`src/tac_pkg.sv`:
```
// ----------------------------------------------------------------------------
// tac_pkg
// Shared types, constants and calibration curves of the thermistor converter.
// ----------------------------------------------------------------------------
package tac_pkg;

  localparam int CODE_W    = 12;
  localparam int TEMP_W    = 26;
  localparam int CURVE_LEN = 84;
  localparam int K_W       = 7;
  localparam int DEG_W     = 9;
  localparam int SEL_W     = 2;

  typedef logic [CODE_W-1:0]        code_t;
  typedef logic [K_W-1:0]           kidx_t;
  typedef logic signed [DEG_W-1:0]  deg_t;
  typedef logic signed [TEMP_W-1:0] temp_t;
  typedef logic [SEL_W-1:0]         sel_t;

  // sensor_select codes; every code other than the internal one means external
  localparam sel_t SEL_EXT = 2'd1;
  localparam sel_t SEL_INT = 2'd2;

  // register map
  localparam logic REG_SENSOR_SELECT = 1'b0;

  localparam deg_t  DEG_LOW    = -9'sd10;
  localparam deg_t  DEG_HIGH   = 9'sd156;
  localparam deg_t  DEG_OFFSET = 9'sd12;
  localparam kidx_t K_FIRST    = 7'd0;
  localparam kidx_t K_LAST     = 7'(CURVE_LEN - 1);

  typedef enum logic [1:0] {
    ST_IDLE,
    ST_SCAN,
    ST_DIV,
    ST_FIN
  } state_t;

  localparam code_t CURVE_EXT [CURVE_LEN] = '{
    12'd3613, 12'd3570, 12'd3525, 12'd3478, 12'd3428, 12'd3375, 12'd3321, 12'd3264,
    12'd3204, 12'd3143, 12'd3080, 12'd3015, 12'd2948, 12'd2880, 12'd2811, 12'd2740,
    12'd2668, 12'd2596, 12'd2524, 12'd2451, 12'd2378, 12'd2304, 12'd2232, 12'd2160,
    12'd2088, 12'd2017, 12'd1947, 12'd1879, 12'd1812, 12'd1746, 12'd1681, 12'd1618,
    12'd1556, 12'd1496, 12'd1438, 12'd1382, 12'd1327, 12'd1274, 12'd1223, 12'd1174,
    12'd1126, 12'd1081, 12'd1036, 12'd994,  12'd953,  12'd914,  12'd877,  12'd840,
    12'd806,  12'd773,  12'd741,  12'd711,  12'd682,  12'd654,  12'd628,  12'd602,
    12'd578,  12'd555,  12'd532,  12'd511,  12'd491,  12'd471,  12'd453,  12'd436,
    12'd418,  12'd403,  12'd387,  12'd372,  12'd358,  12'd331,  12'd331,  12'd320,
    12'd307,  12'd296,  12'd286,  12'd275,  12'd266,  12'd256,  12'd246,  12'd238,
    12'd229,  12'd222,  12'd214,  12'd206
  };

  localparam code_t CURVE_INT [CURVE_LEN] = '{
    12'd3601, 12'd3559, 12'd3514, 12'd3466, 12'd3416, 12'd3364, 12'd3310, 12'd3253,
    12'd3195, 12'd3134, 12'd3072, 12'd3007, 12'd2942, 12'd2875, 12'd2806, 12'd2737,
    12'd2666, 12'd2596, 12'd2524, 12'd2453, 12'd2381, 12'd2309, 12'd2238, 12'd2167,
    12'd2097, 12'd2027, 12'd1959, 12'd1891, 12'd1825, 12'd1760, 12'd1696, 12'd1634,
    12'd1574, 12'd1514, 12'd1457, 12'd1401, 12'd1348, 12'd1295, 12'd1244, 12'd1195,
    12'd1149, 12'd1103, 12'd1059, 12'd1016, 12'd976,  12'd937,  12'd899,  12'd863,
    12'd829,  12'd795,  12'd764,  12'd733,  12'd704,  12'd676,  12'd649,  12'd624,
    12'd599,  12'd575,  12'd553,  12'd531,  12'd511,  12'd491,  12'd472,  12'd454,
    12'd437,  12'd420,  12'd405,  12'd389,  12'd376,  12'd349,  12'd349,  12'd336,
    12'd323,  12'd312,  12'd301,  12'd290,  12'd280,  12'd270,  12'd261,  12'd251,
    12'd243,  12'd234,  12'd227,  12'd220
  };

endpackage

```
`src/tac_in_if.sv`:
```
// ----------------------------------------------------------------------------
// tac_in_if
// Input channel: one ADC code per item, valid/ready handshake.
// ----------------------------------------------------------------------------
interface tac_in_if;
  logic              valid;
  logic              ready;
  tac_pkg::code_t    adc_code;

  modport source (output valid, output adc_code, input ready);
  modport sink   (input valid, input adc_code, output ready);
endinterface

```
`src/tac_out_if.sv`:
```
// ----------------------------------------------------------------------------
// tac_out_if
// Result channel: one temperature per item, valid/ready handshake.
// ----------------------------------------------------------------------------
interface tac_out_if;
  logic              valid;
  logic              ready;
  tac_pkg::temp_t    temperature_q17;

  modport source (output valid, output temperature_q17, input ready);
  modport sink   (input valid, input temperature_q17, output ready);
endinterface

```
`src/tac_curve_rom.sv`:
```
// ----------------------------------------------------------------------------
// tac_curve_rom
// Calibration curve ROM, both curves, one registered read per cycle.
// ----------------------------------------------------------------------------
module tac_curve_rom (
  input  logic           clk,
  input  logic           rd_int,
  input  tac_pkg::kidx_t rd_k,
  output tac_pkg::code_t rd_data
);
  import tac_pkg::*;

  code_t rd_data_r;

  always_ff @(posedge clk) begin
    if (rd_int) begin
      rd_data_r <= CURVE_INT[rd_k];
    end else begin
      rd_data_r <= CURVE_EXT[rd_k];
    end
  end

  assign rd_data = rd_data_r;

endmodule

```
`src/tac_div.sv`:
```
// ----------------------------------------------------------------------------
// tac_div
// Restoring unsigned divider, one quotient bit per cycle.
// ----------------------------------------------------------------------------
module tac_div #(
  parameter int NUMW = 30,
  parameter int DENW = 12
) (
  input  logic            clk,
  input  logic            rst_n,
  input  logic            start,
  input  logic [NUMW-1:0] num,
  input  logic [DENW-1:0] den,
  output logic            done,
  output logic [NUMW-1:0] quot
);
  localparam int CNT_W = $clog2(NUMW + 1);

  logic [NUMW-1:0]  q_r, q_nxt;
  logic [DENW-1:0]  rem_r, rem_nxt;
  logic [DENW-1:0]  den_r;
  logic [CNT_W-1:0] cnt_r, cnt_nxt;
  logic             busy_r, busy_nxt;
  logic             done_r, done_nxt;
  logic [DENW:0]    trial;

  assign trial = {rem_r, q_r[NUMW-1]};

  always_comb begin
    q_nxt    = q_r;
    rem_nxt  = rem_r;
    cnt_nxt  = cnt_r;
    busy_nxt = busy_r;
    done_nxt = 1'b0;
    if (start) begin
      q_nxt    = num;
      rem_nxt  = '0;
      cnt_nxt  = CNT_W'(NUMW);
      busy_nxt = 1'b1;
    end else if (busy_r) begin
      // subtract when the shifted remainder reaches the divisor
      if (trial >= {1'b0, den_r}) begin
        rem_nxt = DENW'(trial - {1'b0, den_r});
        q_nxt   = {q_r[NUMW-2:0], 1'b1};
      end else begin
        rem_nxt = trial[DENW-1:0];
        q_nxt   = {q_r[NUMW-2:0], 1'b0};
      end
      cnt_nxt = cnt_r - 1'b1;
      if (cnt_r == CNT_W'(1)) begin
        busy_nxt = 1'b0;
        done_nxt = 1'b1;
      end
    end
  end

  always_ff @(posedge clk) begin
    if (!rst_n) begin
      busy_r <= 1'b0;
      done_r <= 1'b0;
      cnt_r  <= '0;
    end else begin
      busy_r <= busy_nxt;
      done_r <= done_nxt;
      cnt_r  <= cnt_nxt;
    end
  end

  always_ff @(posedge clk) begin
    q_r   <= q_nxt;
    rem_r <= rem_nxt;
    if (start) begin
      den_r <= den;
    end
  end

  assign done = done_r;
  assign quot = q_r;

endmodule

```
`src/thermistor_adc_to_celsius.sv`:
```
// ----------------------------------------------------------------------------
// thermistor_adc_to_celsius
// Thermistor ADC code to temperature by table search and interpolation.
// ----------------------------------------------------------------------------
// Converts one 12-bit thermistor code per item into a signed temperature with
// FRAC_BITS fraction bits on a 26-bit result (-10 C to 156 C). The curve,
// external or internal sensor, comes from sensor_select at byte address 0
// (only code 2 picks the internal curve). The block handles one item at a
// time: a linear search walks the 84-entry curve ROM one entry per cycle,
// then a restoring divider produces the interpolation fraction one bit per
// cycle. An item is accepted in the idle state. The search stops at the first
// curve entry that the code reaches (index 0 to 83), or at the last entry when
// it reaches none. The divider runs only when the code interpolates, and the
// result register is loaded after that. A code that clamps at -10 C or at
// 156 C skips the divider. A finished result waits in its output register
// while the next item may already be accepted.
// ----------------------------------------------------------------------------
module thermistor_adc_to_celsius #(
  parameter int FRAC_BITS = 17
) (
  input  logic                 clk,
  input  logic                 rst_n,
  tac_in_if.sink               in_ch,
  tac_out_if.source            out_ch,
  input  logic                 psel,
  input  logic                 penable,
  input  logic                 pwrite,
  input  logic [2:0]           paddr,
  input  logic [31:0]          pwdata,
  output logic [31:0]          prdata,
  output logic                 pready
);
  import tac_pkg::*;

  // numerator is 2*(t[k-1]-x) << FRAC_BITS, divisor is one curve step
  localparam int NUMW = CODE_W + 1 + FRAC_BITS;
  localparam int SUMW = FRAC_BITS + DEG_W + 1;
  localparam int FRW  = FRAC_BITS + 2;
  localparam int EXTW = SUMW + TEMP_W;

  state_t state_r, state_nxt;

  sel_t   sel_r;
  code_t  code_r;
  logic   int_r;
  kidx_t  k_r;
  code_t  prev_r;
  deg_t   deg_r;
  logic [FRW-1:0] frac_r;

  logic   out_valid_r;
  temp_t  out_temp_r;

  // control decoded from the state
  logic   in_take;
  logic   rom_int;
  kidx_t  rom_k;
  code_t  rom_data;
  logic   hit;
  logic   div_start;
  logic   div_done;
  logic [NUMW-1:0] div_quot;
  logic   out_load;
  logic   cfg_wr;

  logic signed [SUMW-1:0] base;
  logic signed [SUMW-1:0] sum;
  logic signed [EXTW-1:0] sum_ext;

  // --------------------------------------------------------------------------
  // Configuration port: zero-wait APB, one register.
  // --------------------------------------------------------------------------
  assign pready = 1'b1;
  assign cfg_wr = psel && penable && pwrite && (paddr[2] == REG_SENSOR_SELECT);

  always_ff @(posedge clk) begin
    if (!rst_n) begin
      sel_r <= SEL_EXT;
    end else if (cfg_wr) begin
      sel_r <= pwdata[SEL_W-1:0];
    end
  end

  always_comb begin
    prdata = '0;
    if (paddr[2] == REG_SENSOR_SELECT) begin
      prdata = {{(32-SEL_W){1'b0}}, sel_r};
    end
  end

  // --------------------------------------------------------------------------
  // Curve ROM and divider.
  // --------------------------------------------------------------------------
  tac_curve_rom u_rom (
    .clk     (clk),
    .rd_int  (rom_int),
    .rd_k    (rom_k),
    .rd_data (rom_data)
  );

  tac_div #(
    .NUMW (NUMW),
    .DENW (CODE_W)
  ) u_div (
    .clk   (clk),
    .rst_n (rst_n),
    .start (div_start),
    .num   ({CODE_W'(prev_r - code_r), {(FRAC_BITS+1){1'b0}}}),
    .den   (CODE_W'(prev_r - rom_data)),
    .done  (div_done),
    .quot  (div_quot)
  );

  // the search stops at the first entry that the code reaches
  assign hit = (code_r >= rom_data);

  // --------------------------------------------------------------------------
  // Sequencer: next state.
  // --------------------------------------------------------------------------
  always_comb begin
    state_nxt = state_r;
    case (state_r)
      ST_IDLE: begin
        if (in_ch.valid) begin
          state_nxt = ST_SCAN;
        end
      end
      ST_SCAN: begin
        if (hit && (k_r != K_FIRST)) begin
          state_nxt = ST_DIV;
        end else if (hit || (k_r == K_LAST)) begin
          state_nxt = ST_FIN;
        end
      end
      ST_DIV: begin
        if (div_done) begin
          state_nxt = ST_FIN;
        end
      end
      ST_FIN: begin
        if (!out_valid_r || out_ch.ready) begin
          state_nxt = ST_IDLE;
        end
      end
      default: state_nxt = ST_IDLE;
    endcase
  end

  // --------------------------------------------------------------------------
  // Sequencer: outputs.
  // --------------------------------------------------------------------------
  always_comb begin
    in_take   = 1'b0;
    rom_int   = int_r;
    rom_k     = K_FIRST;
    div_start = 1'b0;
    out_load  = 1'b0;
    case (state_r)
      ST_IDLE: begin
        // prime the first entry of the chosen curve
        in_take = 1'b1;
        rom_int = (sel_r == SEL_INT);
      end
      ST_SCAN: begin
        // read ahead one entry; hold at the last entry
        rom_k     = (k_r == K_LAST) ? K_LAST : K_W'(k_r + 1'b1);
        div_start = hit && (k_r != K_FIRST);
      end
      ST_DIV: begin
        rom_k = k_r;
      end
      ST_FIN: begin
        out_load = !out_valid_r || out_ch.ready;
      end
      default: begin
        in_take = 1'b0;
      end
    endcase
  end

  assign in_ch.ready = in_take;

  always_ff @(posedge clk) begin
    if (!rst_n) begin
      state_r <= ST_IDLE;
    end else begin
      state_r <= state_nxt;
    end
  end

  // --------------------------------------------------------------------------
  // Item datapath.
  // --------------------------------------------------------------------------
  always_ff @(posedge clk) begin
    case (state_r)
      ST_IDLE: begin
        code_r <= in_ch.adc_code;
        int_r  <= (sel_r == SEL_INT);
        k_r    <= K_FIRST;
      end
      ST_SCAN: begin
        if (hit) begin
          // code above the first entry clamps low, else interpolate
          if (k_r == K_FIRST) begin
            deg_r <= DEG_LOW;
          end else begin
            deg_r <= $signed({1'b0, k_r, 1'b0}) - DEG_OFFSET;
          end
          frac_r <= '0;
        end else if (k_r == K_LAST) begin
          // code below the last entry clamps high
          deg_r  <= DEG_HIGH;
          frac_r <= '0;
        end else begin
          prev_r <= rom_data;
          k_r    <= K_W'(k_r + 1'b1);
        end
      end
      ST_DIV: begin
        if (div_done) begin
          frac_r <= div_quot[FRW-1:0];
        end
      end
      default: begin
        k_r <= k_r;
      end
    endcase
  end

  // whole degrees plus the fraction, wrapped into the result width
  assign base    = $signed({{(SUMW-DEG_W){deg_r[DEG_W-1]}}, deg_r}) <<< FRAC_BITS;
  assign sum     = base + $signed({{(SUMW-FRW){1'b0}}, frac_r});
  assign sum_ext = {{(EXTW-SUMW){sum[SUMW-1]}}, sum};

  // --------------------------------------------------------------------------
  // Output register: hold the item until the sink takes it.
  // --------------------------------------------------------------------------
  always_ff @(posedge clk) begin
    if (!rst_n) begin
      out_valid_r <= 1'b0;
    end else if (out_load) begin
      out_valid_r <= 1'b1;
    end else if (out_ch.ready) begin
      out_valid_r <= 1'b0;
    end
  end

  always_ff @(posedge clk) begin
    if (out_load) begin
      out_temp_r <= sum_ext[TEMP_W-1:0];
    end
  end

  assign out_ch.valid           = out_valid_r;
  assign out_ch.temperature_q17 = out_temp_r;

endmodule
```
`src/flat_wrapper.sv`:
```
// flat-port wrapper written by rule: the top's interface ports become plain ports
module thermistor_adc_to_celsius_flat import tac_pkg::*;
#(
  parameter int FRAC_BITS = 17
)
  (clk, rst_n, psel, penable, pwrite, paddr, pwdata, prdata, pready, in_ch_valid, in_ch_adc_code, in_ch_ready, out_ch_valid, out_ch_temperature_q17, out_ch_ready);
  tac_in_if in_ch_i ();
  tac_out_if out_ch_i ();
  input  logic clk;
  input  logic rst_n;
  input  logic psel;
  input  logic penable;
  input  logic pwrite;
  input  logic [2:0] paddr;
  input  logic [31:0] pwdata;
  output logic [31:0] prdata;
  output logic pready;
  input wire logic [$bits(in_ch_i.valid)-1:0] in_ch_valid;
  input wire logic [$bits(in_ch_i.adc_code)-1:0] in_ch_adc_code;
  output wire logic [$bits(in_ch_i.ready)-1:0] in_ch_ready;
  output wire logic [$bits(out_ch_i.valid)-1:0] out_ch_valid;
  output wire logic [$bits(out_ch_i.temperature_q17)-1:0] out_ch_temperature_q17;
  input wire logic [$bits(out_ch_i.ready)-1:0] out_ch_ready;
  assign in_ch_i.valid = in_ch_valid;
  assign in_ch_i.adc_code = in_ch_adc_code;
  assign in_ch_ready = in_ch_i.ready;
  assign out_ch_valid = out_ch_i.valid;
  assign out_ch_temperature_q17 = out_ch_i.temperature_q17;
  assign out_ch_i.ready = out_ch_ready;
  thermistor_adc_to_celsius #(.FRAC_BITS(FRAC_BITS)) u_core (.clk(clk), .rst_n(rst_n), .in_ch(in_ch_i), .out_ch(out_ch_i), .psel(psel), .penable(penable), .pwrite(pwrite), .paddr(paddr), .pwdata(pwdata), .prdata(prdata), .pready(pready));
endmodule
```
`config.mk`:
```
export PLATFORM = sky130hd
export DESIGN_NAME = thermistor_adc_to_celsius_flat
export DESIGN_NICKNAME = d
export VERILOG_FILES = /design/src/tac_pkg.sv /design/src/tac_in_if.sv /design/src/tac_out_if.sv /design/src/tac_curve_rom.sv /design/src/tac_div.sv /design/src/thermistor_adc_to_celsius.sv /design/src/flat_wrapper.sv
export SDC_FILE = /design/constraint.sdc
export NUM_CORES = 1
export LEC_CHECK = 0
export BUFFER_PORTS_ARGS = -buffer_cell sky130_fd_sc_hd__buf_4
export CAP_MARGIN = 20
export CORE_MARGIN = 5
export CORE_UTILIZATION = 50
export CTS_CLUSTER_DIAMETER = 120
export DETAILED_ROUTE_END_ITERATION = 12
export PLACE_DENSITY = 0.7
export SLEW_MARGIN = 5
export SYNTH_ARGS = -nofsm -noshare
export SYNTH_HDL_FRONTEND = slang
export SYNTH_SLANG_ARGS = --single-unit
```
`constraint.sdc`:
```
create_clock -name clk -period 10.8 [get_ports clk]
set_clock_uncertainty 0.15 [all_clocks]
set_input_delay 1.08 -clock clk [delete_from_list [all_inputs] [get_ports clk]]
set_output_delay 1.08 -clock clk [all_outputs]
set_load 0.005 [all_outputs]
```
# Yosys cells after proc, flatten, opt, wreduce, memory -nomap -nowiden
# Memory sizes are Yosys's and may differ from the RTL's.
# Cells that the tools add are included.
# totals
register_bits,164
romBits,3072
out_inout_bits,61
elab_cells,112
n_memories,2
# mem_list
memory,depth,word_bits,read_ports,rd_ports_with_merged_regs,wr,line_no,rtl
(name not given),128,12,1,0,0,tac_curve_rom.sv:19,rd_data_r <= CURVE_EXT[rd_k];
(name not given),128,12,1,0,0,tac_curve_rom.sv:17,rd_data_r <= CURVE_INT[rd_k];
# classes
n_addsub,7
n_lt_le_gt_ge,3
n_eq_ne,13
mux,40
bitwise,6
n_reduce_logical,22
# op_table
op,n
12-bit 2-to-1 mux,6
30-bit 2-to-1 mux,2
19-bit 2-to-1 mux,3
19-bit one-hot mux with 2 select lines,1
12-bit subtractor,3
7-bit one-hot mux with 2 select lines,2
9-bit 2-to-1 mux,3
26-bit by 20-bit adder with 26-bit output,1
7-bit 2-to-1 mux,3
13-bit by 12-bit >= comparator with 1-bit output,1
12-bit >= comparator,1
2-bit 2-to-1 mux,6
1-bit 2-to-1 mux,11
5-bit 2-to-1 mux,2
2-bit nonzero test,5
3-bit AND reduction,3
8-bit by 4-bit subtractor with 9-bit output (second input constant),1
8-bit >= comparator (second input constant),1
2-bit inequality test (second input constant),4
7-bit NOT with 8-bit output,1
2-bit one-hot mux with 4 select lines,1
7-bit by 1-bit adder with 7-bit output (second input constant),1
7-bit equality test (second input constant),1
7-bit zero test,1
other kinds (16),27

# Logic depth before layout (Yosys ltp)
# depth
depth_word,8
depth_mapped,16
ltp_nobuf,13

# Modules after synthesis
# A second synthesis with hierarchy kept.
# unflattened
hier_cells,1104
hier_area_um2,11003.1
# modules_own_cells
module,n_inst,cells_each,area_per_inst_um2,seq_area_each_um2
thermistor_adc_to_celsius,1,452,5163.7,2642.5
tac_div,1,247,3052.9,1641.6
tac_curve_rom,1,405,2786.4,240.2

# Worst setup path after synthesis
# OpenSTA, ideal clock, no wires.
# synth_timing
path_type,reg-to-reg
from,reg u_core.code_r[0]
to,"reg u_core.frac_r[0], enable pin"
setup_ns,0.442
t_arrival_ns,3.356
required_time_ns,10.208
slack_ns,6.852
stages_incl_launch_ff,10
period_less_slack_ns,3.948
cell_sequence,edfxtp_1 inv_1 ha_1 nand2b_1 a21oi_1 o21ai_0 a41oi_1 o21bai_1 a211oi_1 nor3_1
# synth_via
elab_chain_len,3
# synth_lines
item,line_no,rtl
from (decl),thermistor_adc_to_celsius.sv:44,code_t code_r;
from (signal assigned),thermistor_adc_to_celsius.sv:197,code_r <= in_ch.adc_code;
12-bit >= comparator,thermistor_adc_to_celsius.sv:115,assign hit = (code_r >= rom_data);
3-bit by 1-bit inequality test with 1-bit output (no source line),-,
3-bit AND reduction (no source line),-,
to (signal assigned),thermistor_adc_to_celsius.sv:221,frac_r <= div_quot[FRW-1:0];
to (decl),thermistor_adc_to_celsius.sv:49,logic [FRW-1:0] frac_r;
# Every way passes these cells.
# A chain may end at the register's enable or synchronous reset.

# Worst setup path after layout
# layout_timing
from,reg u_core.state_r[1]
to,reg u_core.u_rom.rd_data_r[2] (netlist: u_core.u_rom.rd_data[2])
# layout_via
elab_chain_len,7
# layout_lines
item,line_no,rtl
from (decl),thermistor_adc_to_celsius.sv:41,"state_t state_r, state_nxt;"
from (signal assigned),thermistor_adc_to_celsius.sv:187,state_r <= state_nxt;
2-bit equality test or 2-bit by 1-bit equality test with 1-bit output (tied branches),thermistor_adc_to_celsius.sv:158,case (state_r)
7-bit one-hot mux with 2 select lines,thermistor_adc_to_celsius.sv:158,
7-bit NOT with 8-bit output (not written as such),"tac_curve_rom.sv:17, tac_curve_rom.sv:19",
"memory 128 x 12 bit, on equally long branches",-,
"12-bit 2-to-1 mux, on equally long branches (2 in a row)","tac_curve_rom.sv:19, tac_curve_rom.sv:17",
12-bit 2-to-1 mux *,tac_curve_rom.sv:16,if (rd_int) begin
to (signal assigned),tac_curve_rom.sv:17,
to (signal assigned),tac_curve_rom.sv:19,
to (decl),tac_curve_rom.sv:13,code_t rd_data_r;
# Mark *: on every way between the ends. The rest lies on a longest branch, timed or not. The select of a mux whose other input is x is not followed.

==> impl_metrics.yaml <==
setup_path:
  start_kind: "flip-flop"
  crit_chain: "inv_1 -> ha_1 -> a22o_1 -> a31o_2 -> nand2_1 -> ha_1 -> nand2b_1 -> a21oi_1 -> nand2_1 -> o311ai_0 -> a21oi_1 -> a311oi_1 -> o22a_1"
  critPathCaptureType: "flip-flop"
  required_ns: 11.01
  critPathKind: "reg -> reg"
  cp_top_family: "compound AO/OA/AOI/OAI gates"
  cp_slowest_cell: "ha_1"
  path_max_fanout: 25
  max_stage_delay_ns: 0.79
  path_buf_inv: 1
  critPathArrivalTime_ns: 4.96
place:
  io_buffers: 51
  post_dp_cell_area_sq_um: 11200
  dp_cells: 1457
  place_hpwl_microns: 20500
  routabilityCongestion: 0.996
floorplan:
  dieArea_sq_um: 24700
  die_h_microns: 157
  die_w_microns: 157
  row_count: 53
  core-area_sq_um: 21200
  io_pins: 115
  start_util_pct: 51.1
global_routing:
  track_usage_pct: 23.3
  grt-ovfl-total: 0
  grt_start_max_net_pins: 62
  grt_pass1_vias: 8560
  antenna_found_initial: 0
  grt_first_pass_wirelength_microns: 45700
timing:
  period_share_pct: 43.9
  slew_viol_final: 0
  timing.setup.tns_ns: 0
  timing.fmax_mhz: 211
  tightest_slew_ns: 1.09
  setup_violations: 0
  hold_violations: 0
  maxSlewHeadroom_pct: 27.3
  rsz0062_at_grt: "false"
  min_period_ns: 4.75
pwr:
  pwr-share-comb_pct: 50.7
  p_int_mw: 1.92
  ir_drop_mv: 0.136
  pwr-share-clk_pct: 18.7
  swShare_pct: 43.3
  powerDensity_nw_per_um2: 284
  p_leak_nw: 4.72
  seqPwrFrac_pct: 30.6
  switchingPower_mw: 1.46
  finalPower_mw: 3.38
logic_synthesis:
  ys_async_sr_fraction_pct: 0
  synth_cell_types: 85
  synth-xor-area-share_pct: 3.23
  synth-seq-cells: 163
  synth-compound-area-share_pct: 20.5
  synth_edf_count: 108
  yosysWarningCount: 0
  synthMuxAreaShare_pct: 2.70
  ys.flop_type: "edfxtp_1"
  synth_top_family_by_area: "compound AO/OA/AOI/OAI gates"
  yosys.area_share.simple_pct: 17.0
  synth.cell_area_sq_um: 10800
  syn_inst: 1190
  synth_fa_ha_area_share_pct: 8.97
  ys_seq_area_share_pct: 40.0
  syn_avg_cell_area_sq_um: 9.12
layout:
  layout-drive-gt1-share_pct: 10.9
  nets: 1332
  diodes: 0
  area_growth_pct: 9.76
  fin_cells: 1490
  finish.instance_area_sq_um: 11900
clocking:
  clk_path_buf_depth: 2
  postCtsSetupRepairBufs: 0
  clock_latency_ns: 0.43
  cts_sinks: 163
  clk_pin_slew_ns: 0.07
  post_cts_resized: 0
  h-tree-depth: 4
  cts_tree: "yes"
  cts_made_buffers: 17
  root_buffer: "clkbuf_16"
  cts_hold_buf: 0
routing:
  routedWlPerCell_microns: 19.6
  viasPerCell: 6.05
  drc: 0
  antenna_left: 0
  drt-initial-drc-count: 908
  dr_total_vias: 9012
  wl_microns: 29200
  firstDrtPassIters: 6
job:
  maxCapViolations: 0
worst_hold_path:
  min_path_type: "reg -> reg"
run_status:
  outcome: "finished, final reports clean"
final cells by class:
class                      instances  area, sq um
fill                            1936         9310
clock inverter                    15          208
sequential                       163         4350
tap                              275          344
timing repair buffer              66          515
clock buffer                      17          425
inverter                          66          248
multi-input combinational        888         5820
state kept, by name, indices dropped and copies added, names as in the netlist:
register,count
u_core.state_r,2
u_core.u_div.quot,30
u_core.frac_r,19
u_core.u_div.cnt_r,5
u_core.u_rom.rd_data,12
u_core.k_r,7
u_core.deg_r,8
u_core.u_div.done,1
u_core.u_div.den_r,12
u_core.out_ch.valid,1
u_core.sel_r,2
u_core.u_div.rem_r,12
u_core.prev_r,12
u_core.u_div.busy_r,1
u_core.int_r,1
u_core.code_r,12
u_core.out_ch.temperature_q17,26
cell usage in the layout (no fill, tap or decap), types with 10 or more instances in the layout:
cell type,instances
a21oi_1,95
edfxtp_1,108
o21ai_0,74
clkbuf_16,17
nand2b_1,15
conb_1,31
nor3_1,25
ha_1,73
xor2_1,13
mux2i_1,27
inv_1,62
and2_1,23
a21o_1,11
buf_4,65
nand3_1,39
nor2_1,98
o211ai_1,15
a31oi_1,16
o21a_1,13
nand2_1,88
nand4_1,10
nor2b_1,14
xnor2_1,27
dfxtp_1,54
path summary, 6_finish.rpt:
| path | startpoint | end | slack, ns | cells past startpoint |
|---|---|---|---|---|
| worst max-delay path | u_core.state_r[1]$_SDFFE_PN0P_ | u_core.u_rom.rd_data[2]$_DFF_P_ | 6.05 | 13 |
| worst min-delay path | u_core.frac_r[7]$_SDFFCE_PP0P_ | u_core.out_ch.temperature_q17[7]$_DFFE_PP_ | 0.27 | 0 |
| worst max register to register | u_core.state_r[1]$_SDFFE_PN0P_ | u_core.u_rom.rd_data[2]$_DFF_P_ | 6.05 | 13 |
| worst min register to register | u_core.frac_r[7]$_SDFFCE_PP0P_ | u_core.out_ch.temperature_q17[7]$_DFFE_PP_ | 0.27 | 0 |
layer usage:
layer  vias up  global-route usage [%]  share of wire [%]  routed length (microns)
li1       4333                       -                  -                        -
met1      4207                    29.7                 41                    12100
met2       371                    38.1                 47                    13700
met3       101                    3.71                6.5                     1900
met4         0                    12.2                5.0                     1450
met5         -                       0                  0                        0
power by group through the flow:
stage	Sequential, mW	Clock (mW)	Combinational, mW
2_1_floorplan	0.992	0	1.30
3_3_place_gp	1.04	0	1.66
3_5_place_dp	1.04	0	1.68
4_1_cts	1.03	0.642	1.69
5_1_grt	1.05	0.674	1.89
6_report	1.03	0.631	1.71
stage by stage:
| step | hold slack (ns) | util, % | worst slack (ns) |
|---|---|---|---|
| after floorplan | 0.250 | - | 6.85 |
| after global routing | 0.271 | 56.1 | 5.91 |
| after global placement | 0.251 | 53.0 | 6.14 |
| after detailed placement | 0.255 | 53.0 | 6.23 |
| final | 0.269 | 56.1 | 6.05 |
| after CTS | 0.267 | 56.0 | 6.20 |
cell families after synthesis:
family	count (synthesis)
simple gates	372
compound gates	340
buf+inv	168
flops	163
fa+ha+maj	76
xor+xnor	40
mux	29
other cells	2
Yosys cell counts, drive strengths merged (8+ instances only):
library cell,count,area [sq um]
a211oi,10,75.1
a21o,11,82.6
a21oi,96,484
a31oi,17,113
and2,25,159
buf,65,428
clkbuf,37,139
dfxtp,55,1100
edfxtp,108,3240
ha,73,913
inv,64,240
mux2i,27,270
nand2,89,350
nand2b,15,93.8
nand3,39,195
nand4,10,62.6
nor2,104,408
nor2b,15,93.8
nor3,27,140
o211ai,15,113
o21a,13,97.6
o21ai,77,385
o221ai,8,70.1
o31ai,9,67.6
or2,10,62.6
xnor2,27,236
xor2,13,114
No activity file was read; power rests on OpenSTA's default activity.
